--- src/rtl/rpa_ram.sv ---
`timescale 1ns / 1ps
// Generic simple dual-port RAM with one write port and one registered read port.
// No dependencies.
module rpa_ram #(
   parameter int WIDTH = 8,
   parameter int DEPTH = 256
) (
   input  logic                     clock,
   input  logic                     wr_en,
   input  logic [$clog2(DEPTH)-1:0] wr_addr,
   input  logic [WIDTH-1:0]         wr_data,
   input  logic                     rd_en,
   input  logic [$clog2(DEPTH)-1:0] rd_addr,
   output logic [WIDTH-1:0]         rd_data
);

   logic [WIDTH-1:0] mem_ff [DEPTH];
   logic [WIDTH-1:0] rd_data_ff;

   always_ff @(posedge clock) begin
      if (wr_en) begin
         mem_ff[wr_addr] <= wr_data;
      end
      if (rd_en) begin
         rd_data_ff <= mem_ff[rd_addr];
      end
   end

   assign rd_data = rd_data_ff;

endmodule

--- config.mk ---
export PLATFORM = sky130hd
export DESIGN_NAME = rpa_ram
export DESIGN_NICKNAME = d
export VERILOG_FILES = /design/src/rtl/rpa_ram.sv
export SDC_FILE = /design/constraint.sdc
export NUM_CORES = 2
export LEC_CHECK = 0
export ABC_AREA = 0
export BUFFER_PORTS_ARGS = -buffer_cell sky130_fd_sc_hd__buf_2
export CORE_ASPECT_RATIO = 0.7
export CORE_MARGIN = 10
export CORE_UTILIZATION = 50
export DETAILED_ROUTE_END_ITERATION = 8
export HOLD_SLACK_MARGIN = 0.03
export PLACE_DENSITY = 0.66
export SLEW_MARGIN = 10
export SYNTH_ARGS = -nofsm -noshare
export SYNTH_HDL_FRONTEND = slang
export SYNTH_SLANG_ARGS = --single-unit
--- constraint.sdc ---
create_clock -name clock -period 2.55 [get_ports clock]
set_input_delay 0.3825 -clock clock [delete_from_list [all_inputs] [get_ports clock]]
set_output_delay 0.3825 -clock clock [all_outputs]
set_load 0.01 [all_outputs]
* Word level (Yosys, flattened, before mapping)
Memories as Yosys holds them, arrays and structs flattened. A register that Yosys moved wholly into a read port is not among the register bits.
Cells that the tools add are included.
** Word-level totals
- Bits in latches :: 0
- ROM bits :: 0
- Memory bits (writable) :: 2048
- Bits of input ports :: 27
- Register bits :: 0
- Logic and storage cells :: 3
- Output and inout port bits :: 8
- Memories :: 1
** Memory list
- mem_ff :: depth 256, width 8, rd ports 1, clocked after Yosys merged registers in 1, wr ports 1, line 17 : logic [WIDTH-1:0] mem_ff [DEPTH];
** Cells by class
- Reduce and logical (&&, ||, !) cells :: 0
- Divide/modulo/power cells :: 0
- Multipliers :: 0
- Bitwise gates (word level) :: 0
- Order comparisons :: 0
- Equality and inequality tests :: 0
- Muxes and demuxes :: 2
- Shift operators :: 0
- Add/subtract/negate cells :: 0
** Operators with widths (number)
- $mux W1 :: 2

* Depth between registers and ports, before layout
- Depth after elaboration :: 2
- Gate-level depth with buffers :: 11
- Gate-level depth less buffers :: 6

* Least setup slack after synthesis
OpenSTA, ideal clock, no wires.
- Path type :: input to register
- Start point :: in rd_addr[0]
- End point :: reg rd_data_ff[2] (netlist: rd_data[2]), read port of mem_ff (data pin)
- Path buffers :: 4
- Slack :: 0.091 ns
- Arrival time :: 2.190 ns
- Stages :: 9
- Setup time :: 0.269 ns
- Data required time :: 2.281 ns
- Path through :: buf_6 buf_12 buf_8 buf_2 mux4_2 a22oi_1 a21oi_1 nor4_1 nor4_2
** RTL lines
- start, declared :: line 13 : input logic [$clog2(DEPTH)-1:0] rd_addr,
- end, declared :: line 18 : logic [WIDTH-1:0] rd_data_ff;

==> impl_metrics.env <==
export IMPL_max_clock_freq_ghz=0.394
export IMPL_synth_cell_type_count=54
export IMPL_drt_total_wl_mm=205
export IMPL_power_density_nw_per_um2=738
export IMPL_nFillCells=11200
export IMPL_synth_top_area_cell="edfxtp_1"
export IMPL_wl_met3_mm=23.2
export IMPL_worst_slew_pin_slew_ps=1070
export IMPL_clock_path_buffers=3
export IMPL_r2r_setup_slack_ps=9
export IMPL_instances_no_fill=6710
export IMPL_clk_latency_ps=840
export IMPL_grt_pass1_vias=41300
export IMPL_ant_nets=0
export IMPL_ir_drop_mv=0.693
export IMPL_rows=122
export IMPL_setup_slack_ps=9.00
export IMPL_cts_buffers=184
export IMPL_area_delta_synth_final_pct=17.6
export IMPL_synth_area_leaders="edfxtp_1 (78%), mux4_2 (13%), mux2i_1 (1.7%)"
export IMPL_globalplace_congestion=0.879
export IMPL_drv_cap=0
export IMPL_fin_nets=4474
export IMPL_fin_crit_ps=2540
export IMPL_root_buffer="clkbuf_16"
export IMPL_post_cts_buffers=0
export IMPL_numClockSinks=2056
export IMPL_reg2reg_depth=6
export IMPL_die_width_um=497
export IMPL_cp_arrival_ps=3120
export IMPL_cts_max_level=4
export IMPL_routed_top_layer="met4"
export IMPL_finalHoldViolations=0
export IMPL_synth_nets=3760
export IMPL_min_path_type="input port to flip-flop"
export IMPL_slowest_stage="mux4_2"
export IMPL_ys_seq_area_share_pct=77.5
export IMPL_grt_pass1_wl_mm=298
export IMPL_holdPathStages=1
export IMPL_grtUsageTotal_pct=23.1
export IMPL_drc=0
export IMPL_routedWlPerCell_um=30.5
export IMPL_p_leak_nw=30.4
export IMPL_synth_top_area_share_pct=77.5
export IMPL_status="completed"
export IMPL_setup_viol_count_final=0
export IMPL_totalPowerFinal_w=0.0691
export IMPL_coreArea_um2=158000
export IMPL_crit_top_cell="mux4_2"
export IMPL_synthTopCellsByCount="edfxtp_1 (2056), mux4_2 (454), nor2_1 (282)"
export IMPL_num_vias=41700
export IMPL_slowest_delay_ps=540
export IMPL_r2r_end="rd_data[4]"
export IMPL_antenna_found_initial=15
export IMPL_grt_overflow=0
export IMPL_dr_pass1_iters=5
export IMPL_reg2reg_from="mem_ff[71][4]"
export IMPL_wl_met2_mm=90.5
export IMPL_crit_cells=6
export IMPL_start_kind="flip-flop"
export IMPL_synthCells=3733
export IMPL_clkTransAtPathRegs_ps=60
export IMPL_crit_type="flip-flop to flip-flop"
export IMPL_finalCritPeriodShare_pct=99.6
export IMPL_yosysMostFrequentCell="edfxtp_1"
export IMPL_dp_slack_ps=-1260
export IMPL_synth_edff_count=2056
export IMPL_critical_path_top_delay_family="multiplexers"
export IMPL_maxSlewHeadroom_pct=28.5
export IMPL_crit_buf_inv=1
export IMPL_synthesis_area_um2=79600
export IMPL_ios=35
export IMPL_ys_warn_count=0
export IMPL_viasPerCell=6.21
export IMPL_startpoint="mem_ff[71][4]"
export IMPL_initialDrtViolationCount=5899
export IMPL_cp_data_required_time_ps=3130
export IMPL_fin_skew_ps=30.9
export IMPL_async_flop_share_pct=0
export IMPL_hpwl_mm=135
export IMPL_syn_avg_cell_area_um2=21.3
export IMPL_cts_tree="yes"
export IMPL_path_cells="mux4_2 > mux4_2 > nor2b_2 > nor4_4 > buf_4 > nor4_1"
export IMPL_cp_end_kind="flip-flop"
export IMPL_synth_seq_cells=2056
export IMPL_die_y_um=354
export IMPL_start_util_pct=50.4
export IMPL_io_buffers=34
export IMPL_synthFlopType="edfxtp_1"
export IMPL_placed_cells=6362
export IMPL_grt_max_degree=110
export IMPL_crit_path_end="rd_data[4]"
export IMPL_drv_slew=0
export IMPL_wl_met1_mm=86.3
export IMPL_drive_gt1_share_pct=33.0
export IMPL_cp_max_fo=1
export IMPL_dieArea_um2=176000
==> layout by cell type (no fill, tap or decap), types with 12 or more instances in the layout <==
cell type / n
edfxtp_1: 2056
buf_4: 655
mux4_2: 454
nor2_1: 279
clkbuf_16: 185
mux2i_1: 134
a22oi_1: 132
a21oi_1: 94
buf_12: 67
o221ai_1: 46
clkinv_1: 41
clkinv_2: 35
nand2_1: 33
nand3_1: 31
o22ai_1: 28
clkbuf_1: 28
nor2b_1: 26
buf_2: 22
bufinv_16: 20
nor3_1: 19
a211oi_1: 15
nor4_1: 14
a221oi_1: 12
==> worst min-delay path by stage <==
stage,from,end
floorplan,wr_data[0],mem_ff[0][0]
CTS,wr_data[6],mem_ff[162][6]
global route,wr_data[6],mem_ff[162][6]
finish,wr_data[6],mem_ff[162][6]
global placement,wr_data[7],mem_ff[194][7]
detailed placement,rd_en,rd_data[4]
==> area by class of cell <==
cell class | count | area, um^2 | area share (%)
Antenna cell | 7 | 17.5 | 0.0187
Clock inverter | 121 | 1220 | 1.30
Inverter | 2 | 7.51 | 0.00802
Clock buffer | 213 | 4730 | 5.06
Timing Repair Buffer | 761 | 6580 | 7.03
Sequential cell | 2056 | 61700 | 65.9
Tap cell | 2108 | 2640 | 2.82
Multi-Input combinational cell | 1442 | 16700 | 17.8
==> logic make-up after synthesis <==
family          Yosys count  share of synthesized area (%)
buf+inv                 235                           1.83
flops                  2056                           77.5
simple gates            466                           2.63
compound gates          385                           3.42
mux                     591                           14.6
==> through the flow <==
stage               TNS (ps)  utilization [%]  hold slack [ps]  instance area, um^2
floorplan                  0                -              481                79600
global placement       -7920             55.3              819                87400
detailed placement     -8070             55.3              827                87400
CTS                        0             59.1             33.8                93500
global route           -41.0             59.2             80.8                93600
finish                     0             59.2             88.5                93600
==> routing by layer <==
| layer | up-vias | GRT usage (%) |
|---|---|---|
| li1 | 17100 | - |
| met1 | 21900 | 35.1 |
| met2 | 2355 | 33.5 |
| met3 | 286 | 5.52 |
| met4 | 0 | 6.47 |
| met5 | - | 0 |
==> flip-flops by register name, indices dropped and copies added (netlist names) <==
name / cells
mem_ff: 2048
rd_data: 8
==> repair_timing <==
item                                    CTS  global route
hold endpoints to repair                180             0
gates resized for setup                  17            13
endpoints found under the setup margin    7             7
pin swaps                                 1             4
hold buffers                              7             0
==> where the power goes <==
part	switching (W)	total, W	internal [W]
clock network	0.0124	0.0278	0.0154
logic	0.00237	0.00395	0.00159
registers	0.0000492	0.0373	0.0373
Note: power is estimated with default switching activity, not from simulation.
