--- src/rtl/rpa_pkg.sv ---
`timescale 1ns / 1ps
// Package for the reference-counted page allocator: field widths, request and
// status codes, sequencer states and register map constants. No dependencies.
package rpa_pkg;

   localparam int PAGE_IN_W  = 16;  // width of the request page index
   localparam int PAGE_OUT_W = 15;  // width of the result page and stack entries
   localparam int REF_OUT_W  = 8;   // width of the reported and requested counts
   localparam int FUP_W      = 15;  // width of the first usable page register

   localparam int CSR_ADDR_W = 3;
   localparam int CSR_DATA_W = 32;
   localparam int CSR_IDX_W  = 1;

   localparam logic [CSR_IDX_W-1:0] CSR_IDX_FIRST_USABLE = 1'b0;

   typedef enum logic [1:0] {
      KIND_ALLOC = 2'd0,
      KIND_FREE  = 2'd1,
      KIND_SET   = 2'd2,
      KIND_GET   = 2'd3
   } kind_type;

   typedef enum logic [1:0] {
      STAT_OK       = 2'd0,
      STAT_NO_FREE  = 2'd1,
      STAT_INVALID  = 2'd2,
      STAT_OVERFLOW = 2'd3
   } status_type;

   typedef enum logic [1:0] {
      S_CLEAR,
      S_IDLE,
      S_EXEC
   } state_type;

endpackage

--- src/rtl/rpa_csr.sv ---
`timescale 1ns / 1ps
// APB-style configuration register block holding the first usable page.
// Depends on rpa_pkg.
module rpa_csr (
   input  logic                              clock,
   input  logic                              reset,
   input  logic                              csr_psel,
   input  logic                              csr_penable,
   input  logic                              csr_pwrite,
   input  logic [rpa_pkg::CSR_ADDR_W-1:0]    csr_paddr,
   input  logic [rpa_pkg::CSR_DATA_W-1:0]    csr_pwdata,
   output logic [rpa_pkg::CSR_DATA_W-1:0]    csr_prdata,
   output logic                              csr_pready,
   output logic [rpa_pkg::FUP_W-1:0]         first_usable_page
);
   import rpa_pkg::*;

   logic [CSR_IDX_W-1:0] reg_idx;
   logic                 wr_hit;
   logic [FUP_W-1:0]     fup_ff;
   logic [FUP_W-1:0]     fup_in;

   // Registers are word aligned; the low two address bits are ignored.
   assign reg_idx    = csr_paddr[CSR_ADDR_W-1:2];
   assign csr_pready = 1'b1;
   assign wr_hit     = csr_psel && csr_penable && csr_pwrite
                       && (reg_idx == CSR_IDX_FIRST_USABLE);

   always_comb begin
      fup_in = fup_ff;
      if (wr_hit) begin
         fup_in = csr_pwdata[FUP_W-1:0];
      end
   end

   always_ff @(posedge clock) begin
      if (reset) begin
         fup_ff <= '0;
      end else begin
         fup_ff <= fup_in;
      end
   end

   assign csr_prdata = (reg_idx == CSR_IDX_FIRST_USABLE) ? CSR_DATA_W'(fup_ff) : '0;
   assign first_usable_page = fup_ff;

endmodule

--- config.mk ---
export PLATFORM = sky130hd
export DESIGN_NAME = rpa_csr
export DESIGN_NICKNAME = d
export VERILOG_FILES = /design/src/rtl/rpa_pkg.sv /design/src/rtl/rpa_csr.sv
export SDC_FILE = /design/constraint.sdc
export NUM_CORES = 1
export LEC_CHECK = 0
export ABC_CLOCK_PERIOD_IN_PS = 800
export BUFFER_PORTS_ARGS = -buffer_cell sky130_fd_sc_hd__buf_2
export CORE_MARGIN = 1
export CORE_UTILIZATION = 33
export DETAILED_ROUTE_END_ITERATION = 10
export PLACE_DENSITY = 0.84
export SYNTH_ARGS = -nofsm -noshare
export SYNTH_HDL_FRONTEND = slang
export SYNTH_SLANG_ARGS = --single-unit
--- constraint.sdc ---
create_clock -name clock -period 0.8 [get_ports clock]
set_input_delay 0.04 -clock clock [delete_from_list [all_inputs] [get_ports clock]]
set_output_delay 0.04 -clock clock [all_outputs]
set_load 0.02 [all_outputs]
# Yosys cells after proc, flatten, opt, wreduce, memory -nomap -nowiden
# Cells that the tools add are included.
dict set report totals {
  regBits 15
  input_bits 40
  out_inout_bits 48
  elab_cells 6
}
dict set report op_classes {
  muxes 1
  bitwise_logic 1
  reduce_logical 3
}
# cell count
set op_table {}
lappend op_table {{$mux W15} 1}
lappend op_table {{$logic_and A1 B1 Y1} 3}
lappend op_table {{$not A1 Y1} 1}

# Longest topological paths before layout
dict set report logic_depth {
  ltp_word 3
  mapped_depth 4
  ltp_nobuf 2
}

# Worst setup path before layout
# Ideal clock, no wire load.
dict set report synth_timing {
  path_kind {reg2out}
  from {reg fup_ff[10] (netlist: first_usable_page[10])}
  to {out csr_prdata[10] in the netlist's numbering}
  t_arrival_ps 806
  required_ps 760
  setup_slack_ps -46
  stages_incl_launch_ff 2
  n_path_buf 0
  path_cell_list {dfxtp_1 nor2b_1}
}
dict set report synth_via {
  elab_chain_len 1
}
# item line
set synth_rtl {}
lappend synth_rtl {{start: declaration} rpa_csr.sv:20} ;# logic [FUP_W-1:0] fup_ff;
lappend synth_rtl {{start signal: assignment} rpa_csr.sv:40} ;# fup_ff <= fup_in;
lappend synth_rtl {{$mux W15} rpa_csr.sv:44} ;# assign csr_prdata = (reg_idx == CSR_IDX_FIRST_USABLE) ? CSR_DATA_W'(fup_ff) : '0;
lappend synth_rtl {{end: declaration} rpa_csr.sv:12} ;# output logic [rpa_pkg::CSR_DATA_W-1:0] csr_prdata,
# No other way between the ends.

# Worst setup path in the final report
dict set report layout_timing {
  from {reg fup_ff[0] (netlist: first_usable_page[0])}
  to {out csr_prdata[0] in the netlist's numbering}
}
# The elaborated chain is that of the path after synthesis.

==> summary.md <==
| Metric | Value |
|---|---|
| Deepest level of the CTS H-tree | `1` |
| DRT antenna net count | `0` |
| DRC errors left | `0` |
| TritonCTS Buffers | `3` |
| Largest buffer count on any clock path | `2` |
| Post-detailed-route via-to-cell ratio | `4.13` |
| Yosys warning count | `0` |
| I/O Pins | `88` |
| Initial core utilization | `34.5%` |
| TritonCTS sink count | `15` |
| Critical Path End Type | `primary output` |
| Vertical die dimension | `55.5 µm` |
| Standard cell area after detailed placement | `approximately 1200 µm²` |
| Number of iterations in the first detailed-routing pass | `4` |
| Input/output buffers | `50` |
| Req. time, crit path | `0.76 ns` |
| First-pass GRT wire length | `approximately 3400 µm` |
| Area added between synthesis and finish | `77.7%` |
| Nets | `212` |
| Detailed placer's ending HPWL | `1290 µm` |
| Yosys reg bits | `15` |
| Achievable clock frequency | `1020 MHz` |
| RD Place Congestion | `around 0.64` |
| Gate Count Post-Synth | `102` |
| Maximum number of pins on one net before global-route repair | `31` |
| Hold Crit Class | `input port to register` |
| Cell variety after synth | `11` |
| First-iteration detailed-routing DRC count | `12` |
| Number of core rows | `19` |
| Routed len/inst | `11.8 µm` |
| Critical path arrival | `0.94 ns` |
| Total power divided by cell area | `973 nW/µm²` |
| Max reg flops | `15` |
| Sequential cell area fraction in the yosys report | `between 30% and 40%` |
| Total global routing overflow | `0` |
| Clock insertion delay at the later pin of the skew report | `approximately 0.28 ns` |
| Area occupied by multi-input gates | `612 µm²` |
| Total of endpoints with negative setup slack in the final report | `28` |
| Number of max-slew violations in the final report | `0` |
| Register clock-pin slew on the reported worst setup and hold paths | `roughly 0.1 ns` |
| Cell at the root of the clock tree | `clkbuf_4` |
| Fin area | `1680 µm²` |
| Status | `finished with violations` |
| Leakage power summed over all cells | `0.764 nW` |
| Failing checks | `hold timing, setup timing` |
| Peak ir drop on the vdd network | `around 710 µV` |
| Mean cell area of the mapped netlist | `9.25 µm²` |
| Sequential cell area | `319 µm²` |
| Number of antenna violations at the first check in global routing | `0` |
| RSZ-0062 raised after global routing | `yes` |
| Final critical delay including setup and external delays | `0.976 ns` |
| Setup WS post-layout | `-0.176 ns` |
| Number of cells in the design after placement | `177` |
| Final hold vios | `1` |
| Final worst path period share | `122%` |
| Worst clock skew on the final layout | `0 ns` |
| Core ar. | `2730 µm²` |
| Via count of the first global-routing pass | `~770` |
| Post-layout instance count excluding filler cells | `202` |
| Critical setup path kind | `register to primary output` |
| Max cap viols | `0` |
| Worst-path maximum fanout | `2` |
| Overall die area | `slightly above 3000 µm²` |
| Share of cells above drive strength 1 | `62.0%` |
| Die width | `55.5 µm` |
| Area of the mapped netlist | `943 µm²` |
| Total power consumption of the routed design | `roughly 0.0016 W` |
| Final Routed Wirelength | `2390 µm` |
| Gr usage total | `14.0%` |
| Hold slack final | `-0.00260 ns` |
| CTS tree | `done` |
| Filler Cell Count | `249` |
| Count of inserted antenna diode cells | `0` |
| Critical Path Start Type | `register` |
| Count of vias placed by the detailed router | `835` |
[metrics by stage]
stage / TNS, ns / setup WS [ns] / utilization [%]
final: -3.38 / -0.176 / 61.3
after floorplan: 0 / 0.0287 / -
after CTS: -2.88 / -0.164 / 55.9
after global placement: -0.906 / -0.0822 / 42.6
after global routing: -4.85 / -0.223 / 61.3
after detailed placement: -1.03 / -0.0974 / 42.6
[report_power, final]
group / switching, W / leakage (nW) / internal (W)
sequential: 0.0000129 / 0.129 / 0.000766
combinational: 0.000214 / 0.620 / 0.000193
clock: 0.000252 / 0.0150 / 0.000193
total: 0.000480 / 0.764 / 0.00115
[worst max-delay path, stage by stage, from the launching register on]
cell and delay, ns:
dfxtp_2 0.33, and2b_2 0.19, buf_6 0.13
[area by class of cell]
cell class	count	share of cell area, %
clock buffers	4	1.57
multi-input cells	79	36.5
flip-flops and latches	15	19.0
well taps	31	2.31
repair buffers	73	40.6
[kinds of logic (layout without fill, tap and decap cells)]
family	Yosys count	after routing	synth area share (%)
buf+inv	24	77	19.2
mux	15	15	15.9
other cells	2	18	0.796
simple gates	46	46	32.2
flops	15	15	31.8
[synth_stat cells]
cell type / n / share of area (%)
mux2i_1: 15 / 16
dfxtp_1: 15 / 32
buf_4: 18 / 14
buf_12: 1 / 2.1
buf_6: 1 / 1.2
nor2b_1: 10 / 6.6
and2b_2: 5 / 4.6
conb_1: 2 / 0.80
nand2b_1: 30 / 20
clkbuf_1: 4 / 1.6
and4b_1: 1 / 1.1
[routing by layer]
layer / routed length (µm) / global-route usage, % / share of wire [%]
met1: 844 / 14.2 / 35
met3: 106 / 3.28 / 4.4
met2: 1430 / 27.7 / 60
met4: 0 / 4.29 / 0
met5: 0 / 0 / 0
[cell usage in the layout, fill, tap and decap left out]
master / count
buf_12: 1
nand2b_1: 28
dlygate4sd3_1: 2
and2b_2: 5
dfxtp_2: 15
clkbuf_4: 3
buf_4: 6
nor2b_4: 10
conb_1: 18
mux2i_1: 15
buf_2: 20
nand2b_4: 2
and4b_1: 1
buf_6: 44
clkbuf_1: 1
[timing repair]
item / 4_1_cts / 5_1_grt
setup buffers: 10 / 9
resized for setup: 87 / 14
hold buffers: 0 / 2
endpoints found under the hold margin: 0 / 2
setup endpoints to repair: 30 / 31
[worst paths after layout]
path	startpoint	endpoint	slack (ns)	cells after the start
worst max-delay path	first_usable_page[0]	csr_prdata[0]	-0.18	2
worst min-delay path	csr_pwdata[12]	first_usable_page[12]	-0.003	3
worst max register to register	first_usable_page[3]	first_usable_page[3]	0.01	4
worst min register to register	first_usable_page[9]	first_usable_page[9]	0.49	2
(Power assumes the default switching activity.)
